$ cat src/gwpc_pkg.sv
`timescale 1ns / 1ps
// ----------------------------------------------------------------------------
// gwpc_pkg
// Shared types and constants of the gyro window path classifier.
// ----------------------------------------------------------------------------
package gwpc_pkg;

  localparam int DEF_RING_DEPTH  = 64;
  localparam int DEF_SAMPLE_BITS = 16;

  localparam int CFG_LEN_W = 6;
  localparam int THRESH_W  = 15;
  localparam int AVG_W     = 15;
  localparam int PADDR_W   = 4;
  localparam int PDATA_W   = 32;

  localparam logic [CFG_LEN_W-1:0] JUDGE_LEN_RST  = 6'd32;
  localparam logic [CFG_LEN_W-1:0] NORMAL_LEN_RST = 6'd16;
  localparam logic [THRESH_W-1:0]  THRESH_RST     = 15'd1000;

  typedef enum logic [1:0] {
    REG_JUDGE  = 2'd0,
    REG_NORMAL = 2'd1,
    REG_THRESH = 2'd2
  } reg_e;

  typedef enum logic [1:0] {
    PATH_UNKNOWN   = 2'd0,
    PATH_STRAIGHT  = 2'd1,
    PATH_LEFT_BEND = 2'd2
  } path_e;

  typedef enum logic [2:0] {
    S_IDLE,
    S_CHECK,
    S_SUB,
    S_PUSH,
    S_DIV,
    S_WAIT,
    S_OUT
  } seq_e;

  typedef struct packed {
    logic [CFG_LEN_W-1:0] judge_len;
    logic [CFG_LEN_W-1:0] normal_len;
    logic [THRESH_W-1:0]  threshold;
  } cfg_t;

endpackage

$ cat src/gwpc_ram.sv
`timescale 1ns / 1ps
// ----------------------------------------------------------------------------
// gwpc_ram
// Single-port synchronous RAM with registered read data.
// ----------------------------------------------------------------------------
module gwpc_ram #(
  parameter int WIDTH = 8,
  parameter int DEPTH = 16
) (
  input  logic                     clk_i,
  input  logic                     we_i,
  input  logic                     re_i,
  input  logic [$clog2(DEPTH)-1:0] addr_i,
  input  logic [WIDTH-1:0]         wdata_i,
  output logic [WIDTH-1:0]         rdata_o
);

  logic [WIDTH-1:0] mem [DEPTH];
  logic [WIDTH-1:0] rdata_q;

  always_ff @(posedge clk_i) begin
    if (we_i) begin
      mem[addr_i] <= wdata_i;
    end
    if (re_i) begin
      rdata_q <= mem[addr_i];
    end
  end

  assign rdata_o = rdata_q;

endmodule

$ cat src/gwpc_div.sv
`timescale 1ns / 1ps
// ----------------------------------------------------------------------------
// gwpc_div
// Restoring divider, one quotient bit per cycle. Divisor must be nonzero.
// ----------------------------------------------------------------------------
module gwpc_div #(
  parameter int NUM_W = 21,
  parameter int DEN_W = 6
) (
  input  logic             clk_i,
  input  logic             rst_ni,
  input  logic             start_i,
  input  logic [NUM_W-1:0] dividend_i,
  input  logic [DEN_W-1:0] divisor_i,
  output logic             done_o,
  output logic [NUM_W-1:0] quot_o
);

  localparam int CNT_W = $clog2(NUM_W + 1);

  logic             busy_q, busy_d;
  logic             done_q, done_d;
  logic [CNT_W-1:0] cnt_q, cnt_d;
  logic [NUM_W-1:0] quot_q, quot_d;
  logic [DEN_W-1:0] rem_q, rem_d;
  logic [DEN_W-1:0] den_q, den_d;
  logic [DEN_W:0]   shifted;
  logic [DEN_W:0]   diff;

  always_comb begin
    busy_d  = busy_q;
    done_d  = 1'b0;
    cnt_d   = cnt_q;
    quot_d  = quot_q;
    rem_d   = rem_q;
    den_d   = den_q;
    shifted = {rem_q, quot_q[NUM_W-1]};
    diff    = shifted - {1'b0, den_q};
    if (start_i) begin
      busy_d = 1'b1;
      cnt_d  = CNT_W'(NUM_W);
      quot_d = dividend_i;
      rem_d  = '0;
      den_d  = divisor_i;
    end else if (busy_q) begin
      if (!diff[DEN_W]) begin
        rem_d  = diff[DEN_W-1:0];
        quot_d = {quot_q[NUM_W-2:0], 1'b1};
      end else begin
        rem_d  = shifted[DEN_W-1:0];
        quot_d = {quot_q[NUM_W-2:0], 1'b0};
      end
      cnt_d = cnt_q - 1'b1;
      if (cnt_q == CNT_W'(1)) begin
        busy_d = 1'b0;
        done_d = 1'b1;
      end
    end
  end

  always_ff @(posedge clk_i or negedge rst_ni) begin
    if (!rst_ni) begin
      busy_q <= 1'b0;
      done_q <= 1'b0;
      cnt_q  <= '0;
    end else begin
      busy_q <= busy_d;
      done_q <= done_d;
      cnt_q  <= cnt_d;
    end
  end

  always_ff @(posedge clk_i) begin
    quot_q <= quot_d;
    rem_q  <= rem_d;
    den_q  <= den_d;
  end

  assign done_o = done_q;
  assign quot_o = quot_q;

endmodule

$ cat src/gwpc_regs.sv
`timescale 1ns / 1ps
// ----------------------------------------------------------------------------
// gwpc_regs
// APB-style configuration registers: window lengths and turn threshold.
// ----------------------------------------------------------------------------
module gwpc_regs
  import gwpc_pkg::*;
(
  input  logic               clk_i,
  input  logic               rst_ni,
  input  logic               psel,
  input  logic               penable,
  input  logic               pwrite,
  input  logic [PADDR_W-1:0] paddr,
  input  logic [PDATA_W-1:0] pwdata,
  output logic [PDATA_W-1:0] prdata,
  output logic               pready,
  output cfg_t               cfg_o
);

  cfg_t cfg_q, cfg_d;
  reg_e idx;
  logic wr_en;

  assign idx    = reg_e'(paddr[3:2]);
  assign wr_en  = psel & penable & pwrite;
  assign pready = 1'b1;

  always_comb begin
    cfg_d = cfg_q;
    if (wr_en) begin
      unique case (idx)
        REG_JUDGE:  cfg_d.judge_len  = pwdata[CFG_LEN_W-1:0];
        REG_NORMAL: cfg_d.normal_len = pwdata[CFG_LEN_W-1:0];
        REG_THRESH: cfg_d.threshold  = pwdata[THRESH_W-1:0];
        default:    cfg_d = cfg_q;
      endcase
    end
  end

  always_comb begin
    unique case (idx)
      REG_JUDGE:  prdata = PDATA_W'(cfg_q.judge_len);
      REG_NORMAL: prdata = PDATA_W'(cfg_q.normal_len);
      REG_THRESH: prdata = PDATA_W'(cfg_q.threshold);
      default:    prdata = '0;
    endcase
  end

  always_ff @(posedge clk_i or negedge rst_ni) begin
    if (!rst_ni) begin
      cfg_q.judge_len  <= JUDGE_LEN_RST;
      cfg_q.normal_len <= NORMAL_LEN_RST;
      cfg_q.threshold  <= THRESH_RST;
    end else begin
      cfg_q <= cfg_d;
    end
  end

  assign cfg_o = cfg_q;

endmodule

$ cat src/gyro_window_path_classifier.sv
`timescale 1ns / 1ps
// Takes one signed gyro item at a time and returns one result item per input:
// the truncated mean of the absolute samples held in the window and the path
// class after the update. One item at a time is processed. The running sum is
// SUM_W = SAMPLE_BITS - 1 + clog2(RING_DEPTH) bits wide (21 at the defaults).
// For each item the old entries beyond the window length are dropped first
// (usually one once the window is full), then the serial divider, one quotient
// bit per cycle, forms the mean. Each dropped entry costs a read of the ring
// RAM and a subtract.
// A new item is taken while the previous result still waits at the output.
// ----------------------------------------------------------------------------
// gyro_window_path_classifier
// Sliding-window mean of gyro magnitudes with a three-state path classifier.
// ----------------------------------------------------------------------------
module gyro_window_path_classifier
  import gwpc_pkg::*;
#(
  parameter int RING_DEPTH  = DEF_RING_DEPTH,
  parameter int SAMPLE_BITS = DEF_SAMPLE_BITS
) (
  input  logic                          clk_i,
  input  logic                          rst_ni,
  input  logic                          in_valid_i,
  output logic                          in_ready_o,
  input  logic signed [SAMPLE_BITS-1:0] gyro_sample_i,
  output logic                          out_valid_o,
  input  logic                          out_ready_i,
  output logic [1:0]                    path_class_o,
  output logic [AVG_W-1:0]              window_average_o,
  input  logic                          psel,
  input  logic                          penable,
  input  logic                          pwrite,
  input  logic [PADDR_W-1:0]            paddr,
  input  logic [PDATA_W-1:0]            pwdata,
  output logic [PDATA_W-1:0]            prdata,
  output logic                          pready
);

  localparam int MAG_W  = SAMPLE_BITS - 1;
  localparam int IDX_W  = $clog2(RING_DEPTH);
  localparam int FILL_W = $clog2(RING_DEPTH);
  localparam int SUM_W  = MAG_W + FILL_W;
  localparam int CMP_W  = MAG_W + THRESH_W;

  cfg_t cfg;

  seq_e              state_q, state_d;
  path_e             path_q, path_d;
  logic [MAG_W-1:0]  mag_q, mag_d;
  logic [FILL_W-1:0] len_q, len_d;
  logic [IDX_W-1:0]  head_q, head_d;
  logic [IDX_W-1:0]  tail_q, tail_d;
  logic [FILL_W-1:0] fill_q, fill_d;
  logic [SUM_W-1:0]  sum_q, sum_d;
  logic [MAG_W-1:0]  avg_q, avg_d;
  logic              out_valid_q, out_valid_d;
  path_e             out_path_q, out_path_d;
  logic [AVG_W-1:0]  out_avg_q, out_avg_d;

  logic                   ram_we, ram_re;
  logic [IDX_W-1:0]       ram_addr;
  logic [MAG_W-1:0]       ram_rdata;
  logic                   div_start, div_done;
  logic [SUM_W-1:0]       div_quot;
  logic [SAMPLE_BITS-1:0] raw, neg;
  logic [MAG_W-1:0]       mag_in;
  logic [CFG_LEN_W-1:0]   len_raw;
  logic [FILL_W-1:0]      len_in;
  logic [CMP_W-1:0]       avg_x, thr_x;
  logic [SUM_W+AVG_W-1:0] avg_wide;
  logic                   in_acc;

  gwpc_regs u_regs (
    .clk_i  (clk_i),
    .rst_ni (rst_ni),
    .psel   (psel),
    .penable(penable),
    .pwrite (pwrite),
    .paddr  (paddr),
    .pwdata (pwdata),
    .prdata (prdata),
    .pready (pready),
    .cfg_o  (cfg)
  );

  gwpc_ram #(
    .WIDTH(MAG_W),
    .DEPTH(RING_DEPTH)
  ) u_ring (
    .clk_i  (clk_i),
    .we_i   (ram_we),
    .re_i   (ram_re),
    .addr_i (ram_addr),
    .wdata_i(mag_q),
    .rdata_o(ram_rdata)
  );

  gwpc_div #(
    .NUM_W(SUM_W),
    .DEN_W(FILL_W)
  ) u_div (
    .clk_i     (clk_i),
    .rst_ni    (rst_ni),
    .start_i   (div_start),
    .dividend_i(sum_q),
    .divisor_i (fill_q),
    .done_o    (div_done),
    .quot_o    (div_quot)
  );

  // magnitude, saturating at the most negative sample
  always_comb begin
    raw = $unsigned(gyro_sample_i);
    neg = ~raw + 1'b1;
    if (!raw[SAMPLE_BITS-1]) begin
      mag_in = raw[MAG_W-1:0];
    end else if (raw == {1'b1, {MAG_W{1'b0}}}) begin
      mag_in = {MAG_W{1'b1}};
    end else begin
      mag_in = neg[MAG_W-1:0];
    end
  end

  always_comb begin
    len_raw = (path_q == PATH_UNKNOWN) ? cfg.judge_len : cfg.normal_len;
    if (len_raw == '0) begin
      len_in = FILL_W'(1);
    end else if (32'(len_raw) > RING_DEPTH - 1) begin
      len_in = FILL_W'(RING_DEPTH - 1);
    end else begin
      len_in = FILL_W'(len_raw);
    end
  end

  assign avg_x    = {{THRESH_W{1'b0}}, avg_q};
  assign thr_x    = {{MAG_W{1'b0}}, cfg.threshold};
  assign avg_wide = {{AVG_W{1'b0}}, SUM_W'(avg_q)};
  assign in_acc   = in_valid_i & in_ready_o;

  always_comb begin
    state_d     = state_q;
    path_d      = path_q;
    mag_d       = mag_q;
    len_d       = len_q;
    head_d      = head_q;
    tail_d      = tail_q;
    fill_d      = fill_q;
    sum_d       = sum_q;
    avg_d       = avg_q;
    out_valid_d = out_valid_q & ~out_ready_i;
    out_path_d  = out_path_q;
    out_avg_d   = out_avg_q;
    ram_we      = 1'b0;
    ram_re      = 1'b0;
    ram_addr    = head_q;
    div_start   = 1'b0;
    in_ready_o  = 1'b0;
    unique case (state_q)
      S_IDLE: begin
        in_ready_o = 1'b1;
        if (in_valid_i) begin
          mag_d   = mag_in;
          len_d   = len_in;
          state_d = S_CHECK;
        end
      end
      S_CHECK: begin
        if (fill_q >= len_q) begin
          ram_re  = 1'b1;
          state_d = S_SUB;
        end else begin
          state_d = S_PUSH;
        end
      end
      S_SUB: begin
        sum_d   = sum_q - SUM_W'(ram_rdata);
        head_d  = (head_q == IDX_W'(RING_DEPTH - 1)) ? '0 : head_q + 1'b1;
        fill_d  = fill_q - 1'b1;
        state_d = S_CHECK;
      end
      S_PUSH: begin
        ram_we   = 1'b1;
        ram_addr = tail_q;
        tail_d   = (tail_q == IDX_W'(RING_DEPTH - 1)) ? '0 : tail_q + 1'b1;
        fill_d   = fill_q + 1'b1;
        sum_d    = sum_q + SUM_W'(mag_q);
        state_d  = S_DIV;
      end
      S_DIV: begin
        div_start = 1'b1;
        state_d   = S_WAIT;
      end
      S_WAIT: begin
        if (div_done) begin
          avg_d   = div_quot[MAG_W-1:0];
          state_d = S_OUT;
        end
      end
      S_OUT: begin
        if (!out_valid_q || out_ready_i) begin
          unique case (path_q)
            PATH_UNKNOWN: begin
              if (fill_q >= len_q) begin
                path_d = (avg_x > thr_x) ? PATH_LEFT_BEND : PATH_STRAIGHT;
              end
            end
            PATH_STRAIGHT:  if (avg_x > thr_x) path_d = PATH_UNKNOWN;
            PATH_LEFT_BEND: if (avg_x < thr_x) path_d = PATH_UNKNOWN;
            default:        path_d = PATH_UNKNOWN;
          endcase
          out_valid_d = 1'b1;
          out_path_d  = path_d;
          out_avg_d   = avg_wide[AVG_W-1:0];
          state_d     = S_IDLE;
        end
      end
      default: state_d = S_IDLE;
    endcase
  end

  always_ff @(posedge clk_i or negedge rst_ni) begin
    if (!rst_ni) begin
      state_q     <= S_IDLE;
      path_q      <= PATH_UNKNOWN;
      head_q      <= '0;
      tail_q      <= '0;
      fill_q      <= '0;
      sum_q       <= '0;
      out_valid_q <= 1'b0;
    end else begin
      state_q     <= state_d;
      path_q      <= path_d;
      head_q      <= head_d;
      tail_q      <= tail_d;
      fill_q      <= fill_d;
      sum_q       <= sum_d;
      out_valid_q <= out_valid_d;
    end
  end

  always_ff @(posedge clk_i) begin
    mag_q      <= mag_d;
    len_q      <= len_d;
    avg_q      <= avg_d;
    out_path_q <= out_path_d;
    out_avg_q  <= out_avg_d;
  end

  assign out_valid_o      = out_valid_q;
  assign path_class_o     = out_path_q;
  assign window_average_o = out_avg_q;

  // ring occupancy agrees with the head and tail pointers between items
  assert property (@(posedge clk_i) disable iff (!rst_ni)
    (state_q == S_IDLE) |->
      (32'(fill_q) == ((tail_q >= head_q) ? 32'(tail_q) - 32'(head_q)
                                          : 32'(tail_q) + RING_DEPTH - 32'(head_q))))
    else $error("ring pointers and fill count disagree");

  assert property (@(posedge clk_i) disable iff (!rst_ni)
    (state_q == S_DIV) |-> (fill_q != '0) && (fill_q <= len_q))
    else $error("window holds more entries than its length");

  assert property (@(posedge clk_i) disable iff (!rst_ni)
    (state_q != S_OUT) |=> (path_q == $past(path_q)))
    else $error("path state changed outside result stage");

  assert property (@(posedge clk_i) disable iff (!rst_ni)
    in_acc |=> (state_q == S_CHECK) && !in_ready_o)
    else $error("accepted item did not start processing");

endmodule

$ cat config.mk
export PLATFORM = sky130hd
export DESIGN_NAME = gyro_window_path_classifier
export DESIGN_NICKNAME = d
export VERILOG_FILES = /design/src/gwpc_pkg.sv /design/src/gwpc_ram.sv /design/src/gwpc_div.sv /design/src/gwpc_regs.sv /design/src/gyro_window_path_classifier.sv
export SDC_FILE = /design/constraint.sdc
export NUM_CORES = 1
export LEC_CHECK = 0
export ABC_AREA = 1
export BUFFER_PORTS_ARGS = -buffer_cell sky130_fd_sc_hd__buf_2
export CORE_MARGIN = 5
export CORE_UTILIZATION = 59
export CTS_BUF_LIST = sky130_fd_sc_hd__clkbuf_8
export DETAILED_ROUTE_END_ITERATION = 16
export MAX_ROUTING_LAYER = met4
export PLACE_DENSITY = 0.79
export SLEW_MARGIN = 20
export SYNTH_ARGS = -nofsm -noshare
export SYNTH_HDL_FRONTEND = slang
export SYNTH_HIERARCHICAL = 1
export SYNTH_SLANG_ARGS = --single-unit
$ cat constraint.sdc
create_clock -name clk_i -period 3.5 [get_ports clk_i]
set_input_delay 0.525 -clock clk_i [delete_from_list [all_inputs] [get_ports clk_i]]
set_output_delay 0.525 -clock clk_i [all_outputs]
set_load 0.02 [all_outputs]
* Word-level counts from Yosys, hierarchy flattened
Memories as Yosys holds them, arrays and structs flattened. A register that Yosys moved wholly into a read port is not among the register bits.
Index checks and enable logic that the tools add are counted.
** Word-level totals
- Bits in writable memories :: 960
- Output and inout bits :: 52
- Input port bits :: 59
- Register bits after elaboration :: 165
- Memories kept :: 1
** Cells by class
- Equality and inequality tests :: 17
- Muxes and demuxes :: 40
- Reductions and logical operators :: 15
- Bitwise operators :: 5
- Order comparisons :: 3
- Add/subtract/negate cells :: 9
** Memory list
- u_ring.mem :: words 64, bits a word 15, read ports 1, clocked after Yosys merged registers in 1, wr ports 1, RTL line gwpc_ram.sv:18 : logic [WIDTH-1:0] mem [DEPTH];
** Operators with widths (number)
- $pmux W15 S3 :: 1
- $mux W21 :: 2
- $pmux W21 S2 :: 1
- $mux W15 :: 2
- $mux W6 :: 5
- $add A21 B15 Y21 :: 1
- $pmux W3 S7 :: 1
- $sub A21 B15 Y21 :: 1
- $add A6 B1 Y6 const B :: 3
- $mux W1 :: 17
- $eq A16 B16 Y1 const B :: 1
- $add A15 B1 Y15 const B :: 1
- $gt A15 B15 Y1 :: 1
- $lt A15 B15 Y1 :: 1
- $not A15 Y15 :: 1
- $eq A6 B6 Y1 const B :: 2
- $pmux W6 S2 :: 1
- $reduce_and A2 Y1 :: 6
- $mux W5 :: 2
- $eq A3 B3 Y1 const B :: 3
- $mux W3 :: 3
- $mux W2 :: 4
- $sub A7 B6 Y7 :: 1
- $eq A3 B2 Y1 const B :: 2
- 19 further kinds :: 26

* Depth between registers and ports, before layout
- Word-level depth :: 4
- Gate-level depth with buffers :: 22

* Cells and area by module
The synthesis kept the hierarchy.
** By module, submodules not included
- gwpc_ram :: instances 1, cells an instance 3992, area an instance 40959.3 um2, sequential area each 29278.1 um2
- gyro_window_path_classifier :: instances 1, cells an instance 838, area an instance 6586.3 um2, sequential area each 2717.6 um2
- gwpc_div :: instances 1, cells an instance 231, area an instance 2014.4 um2, sequential area each 1106.1 um2
- gwpc_regs :: instances 1, cells an instance 191, area an instance 1450.1 um2, sequential area each 685.7 um2

* Least setup slack after synthesis
OpenSTA, ideal clock, no wires.
- Path kind :: register -> register
- From :: register state_q[2]
- To :: memory u_ring/mem[40][0] (netlist bit) (enable)
- Setup slack :: -272 ps
- Library setup time :: 397 ps
- Cell stages (with the launch flop) :: 9
- Data required time :: 3103 ps
- Period minus slack after synthesis :: 3772 ps
- Buffers on the path :: 1
- Arrival time :: 3374 ps
- Cells stage by stage :: dfrtp_1 > nor2_8 > nand2_8 > clkbuf_1 > o21ai_0 > inv_2 > nor3_4 > inv_2 > nor4_2
** RTL lines
- start, declared :: RTL line gyro_window_path_classifier.sv:47 : seq_e state_q, state_d;
- start signal, assigned :: RTL line gyro_window_path_classifier.sv:231 : state_q <= state_d;
- $eq A3 B2 Y1 :: RTL line gyro_window_path_classifier.sv:158 : unique case (state_q)
- $mux W6 :: RTL line gyro_window_path_classifier.sv:158
- via ram_addr[5] :: RTL line gyro_window_path_classifier.sv:61 : logic [IDX_W-1:0] ram_addr;
- end, declared :: RTL line gwpc_ram.sv:18
The timed path passes the listed nets, and every way through them passes these cells.

* Worst setup path in the final report
- From :: register state_q[1]
- To :: register u_ring.rdata_q[3], in the netlist u_ring/rdata_o[3] (read register of u_ring.mem), data pin
** Between the ends
- Longest elaborated chain between the ends :: 2
** Ends and longest elaborated chain
- $eq A3 B2 Y1 :: RTL line gyro_window_path_classifier.sv:158
- $mux W6 :: RTL line gyro_window_path_classifier.sv:158
- via ram_addr[0] :: RTL line gyro_window_path_classifier.sv:61
- end, declared :: RTL line gwpc_ram.sv:19 : logic [WIDTH-1:0] rdata_q;
The timed path passes the listed nets, and every way through them passes these cells.
A chain may end at the register's enable or synchronous reset.

==> flow_metrics.py <==
metrics = {
    "status": {
        "status": "completed",
    },
    "drt": {
        "firstDrtPassIters": 10,
        "drc": 0,
        "postRouteAntennaNets": 0,
        "wl_met2_um": 59010,
        "drt_iter0_drc": 4353,
        "wl_um": 125000,
        "top_layer": "met4",
        "wl_met1_um": 47860,
        "vias": 36380,
        "via_per_inst": 5.379,
        "routedWlPerCell_um": 18.49,
        "met3_length_um": 12840,
    },
    "synth": {
        "synth_fa_ha_area_share_pct": 1.589,
        "synth_top_family_by_area": "simple AND/OR/NAND/NOR gates",
        "synth_area_per_cell_um2": 9.713,
        "ys_warn_count": 6,
        "ys_seq_elements": 1140,
        "synth-compound-area-share_pct": 1.432,
        "muxShareOfSynthArea_pct": 0.01962,
        "synth_ff_type": "edfxtp_1",
        "async_flop_share_pct": 6.930,
        "yosysUniqueCellTypes": 57,
        "synth-xor-area-share_pct": 0.3949,
        "synthCells": 5252,
        "yosys.area_share.simple_pct": 26.54,
        "ys_seq_area_share_pct": 66.24,
        "synth_edf_count": 1055,
        "syn_area_um2": 51010,
    },
    "sta": {
        "grt_setup_unrepaired": "no",
        "hold_violations": 0,
        "fin_crit_sh_pct": 96.06,
        "max_slew.worst_pin.slew_ns": 1.074,
        "setup_viol": 0,
        "min_period_ns": 3.362,
        "relSlewSlack_pct": 28.35,
        "final_max_slew_viol_count": 0,
        "clock.fmax_mhz": 297.4,
        "tns_ns": 0,
        "hold_slack_ns": 0.04594,
        "finClkSkew_ns": 0.03428,
    },
    "hold_path": {
        "hold_end": "mag_q[5]$_DFFE_PP_",
        "hp-start": "gyro_sample_i[5]",
        "hold_class": "input port to register",
        "hold_depth": 3,
    },
    "clocking": {
        "cts_tree": "yes",
        "cts_made_buffers": 177,
        "clock_latency_ns": 0.87,
        "clk_pin_slew_ns": 0.06,
        "cts_root_buffer": "clkbuf_8",
        "cts.path.max_buffers": 3,
        "htreeDepth": 4,
        "cts_sinks": 1140,
    },
    "worst_setup_path": {
        "critPathMaxFanout": 49,
        "start_kind": "register",
        "regToRegStartpoint": "state_q[1]$_DFFE_PN0P_",
        "worst_ep_arrival_time_ns": 4.06,
        "crit_path_start": "state_q[1]$_DFFE_PN0P_",
        "critPathRequiredTime_ns": 4.19,
        "path_class": "register to register",
        "r2r-end": "u_ring/rdata_o[3]$_DFFE_PP_",
        "rrSetupSlack_ns": 0.14,
        "crit_path_end_kind": "register",
        "r2r_cells": 17,
    },
    "place": {
        "gp_congestion": 0.9935,
        "placedCellCount": 6415,
        "dp_hpwl_um": 73990,
        "numPortBuffers": 73,
    },
    "die": {
        "floorplan.initialDensity_pct": 59.63,
        "rows": 107,
        "die_w_um": 304.0,
        "io_pins": 111,
        "dieArea_um2": 92440,
        "core_um2": 85550,
        "dieHeight_um": 304.0,
    },
    "global_routing": {
        "grtUsageTotal_pct": 27.43,
        "grt_max_degree": 140,
        "grt_antenna_before_repair": 1,
        "grt_pass1_wl_um": 193300,
        "gr-total-overflow": 0,
        "grt_pass1_vias": 34770,
    },
    "final_layout": {
        "syn2layout_area_growth_pct": 11.12,
        "drive_gt1_share_pct": 9.541,
        "final_cells": 6763,
        "n_fill_cell": 6250,
        "utilization_pct": 66.26,
        "nets": 5593,
    },
    "power": {
        "total_power_mw": 25.47,
        "p_leak_nw": 24.43,
        "power_density_nw_per_um2": 449.3,
        "vdd_ir_drop_max_mv": 0.3615,
    },
    "run": {
        "maxCapViolCount": 0,
    },
}
-- cell type report --
cell class	instances	area (um^2)	share of cell area (%)
sequential	1140	33790	59.61
multi-input combinational	3695	15420	27.20
clock buffer	181	2491	4.395
timing repair buffer	255	2028	3.578
tap	1144	1431	2.525
inverter	202	777.0	1.371
clock inverter	145	749.5	1.322
antenna	1	2.502	0.004415
-- worst max path at each step --
stage / end / slack [ns] / cells past startpoint
2_1_floorplan: u_ring/mem[40][0]$_DFFE_PP_ / 0.07 / 8
6_report: u_ring/rdata_o[3]$_DFFE_PP_ / 0.14 / 17
3_5_place_dp: u_ring/mem[32][6]$_DFFE_PP_ / 0.07 / 10
5_1_grt: u_ring/rdata_o[3]$_DFFE_PP_ / 0.004 / 17
4_1_cts: u_ring/mem[32][13]$_DFFE_PP_ / 0.03 / 10
3_3_place_gp: u_ring/mem[56][6]$_DFFE_PP_ / 0.11 / 10
-- power by group --
| part | switching [mW] | internal [mW] |
|---|---|---|
| clock | 5.18 | 5.08 |
| combinational | 0.255 | 0.146 |
| sequential | 0.0548 | 14.8 |
-- through the flow --
step | instance area [um^2] | worst slack [ns]
after floorplan | 51070 | 0.06784
after global placement | 53220 | 0.1099
after detailed placement | 53220 | 0.06985
after CTS | 56670 | 0.02662
after global routing | 56680 | 0.004290
final | 56680 | 0.1379
-- cell families (layout without fill, tap and decap cells) --
| logic type | after synthesis | in the layout |
|---|---|---|
| DFF | 1140 | 1140 |
| adders and majority gates | 63 | 63 |
| buffers and inverters | 433 | 783 |
| AOI/OAI and AO/OA | 132 | 132 |
| and+or+nand+nor | 3458 | 3458 |
| xor gates and xnor gates | 23 | 23 |
| other | 2 | 19 |
| muxes | 1 | 1 |
-- registers in the layout (all words and copies together), names as in the netlist --
register and count:
u_ring/rdata_o 15, u_div/cnt_q 5, state_q 3, avg_q 15
head_q 6, path_q 2, u_regs/cfg_o 27, u_div/done_o 1
out_valid_o 1, u_div/rem_q 6, window_average_o 15, u_ring/mem 960
u_div/den_q 6, u_div/quot_o 21, sum_q 21, len_q 6
u_div/busy_q 1, mag_q 15, path_class_o 2, fill_q 6
tail_q 6
-- layout by cell type, fill, tap and decap left out, types with 44 or more instances in the layout --
master    netlist  final
o21ai_0        55     50
inv_1         179    239
nor2_1        187    186
edfxtp_1     1055   1055
nand2_1      3086   3086
buf_4          25    142
clkbuf_8        0    181
nand3_1        94     94
clkinv_1        0     44
buf_2         114     72
dfrtp_1        71     71
ha_1           60     60
-- synth_stat cells, types with 4 or more instances --
cell / number / area [um^2]
nand2_1: 3086 / 11580
edfxtp_1: 1055 / 31680
nor2_1: 187 / 701.9
inv_1: 179 / 671.9
buf_2: 114 / 570.6
nand3_1: 94 / 470.5
dfrtp_1: 71 / 1777
ha_1: 60 / 750.7
o21ai_0: 55 / 275.3
clkbuf_1: 53 / 198.9
a21oi_1: 39 / 195.2
buf_1: 32 / 120.1
buf_4: 25 / 187.7
inv_2: 21 / 78.83
nand4_1: 17 / 106.4
nor3_1: 16 / 80.08
xor2_1: 13 / 113.9
xnor2_1: 10 / 87.58
o21ai_1: 9 / 45.04
dfstp_2: 8 / 210.2
nor3_4: 8 / 130.1
o211ai_1: 8 / 60.06
buf_6: 6 / 67.56
dfxtp_1: 6 / 120.1
nand3_2: 5 / 50.05
nand3b_1: 5 / 37.54
nor3_2: 5 / 50.05
nor4_1: 5 / 31.28
or2_1: 5 / 31.28
a31oi_1: 4 / 25.02
nor2_2: 4 / 25.02
o21bai_1: 4 / 30.03
-- critical path: stages (launching register included) --
cell,delay (ns)
dfrtp_1,0.45
inv_2,0.15
nor2_8,0.05
nand2_8,0.21
inv_2,0.12
o21bai_4,0.38
buf_4,0.24
buf_4,0.45
nand2_1,0.11
nand2_1,0.10
nand2_1,0.05
nand2_1,0.09
nand2_1,0.12
nand2_1,0.25
nand2_1,0.10
nand2_1,0.10
nor2_1,0.05
nand2_1,0.10
-- layer usage --
metal | up-vias | global-route usage, %
met4 | 0 | 12.01
met2 | 1833 | 42.65
met3 | 323 | 4.858
met5 | - | -
met1 | 16820 | 36.04
li1 | 17400 | -
-- repair_timing --
| action | CTS | global route |
|---|---|---|
| setup endpoints to repair | 0 | 180 |
| buffers inserted | 0 | 0 |
| hold endpoints to repair | 103 | 0 |
| resized for setup | 0 | 2 |
| hold buffers | 21 | 0 |
(Power assumes the default switching activity.)
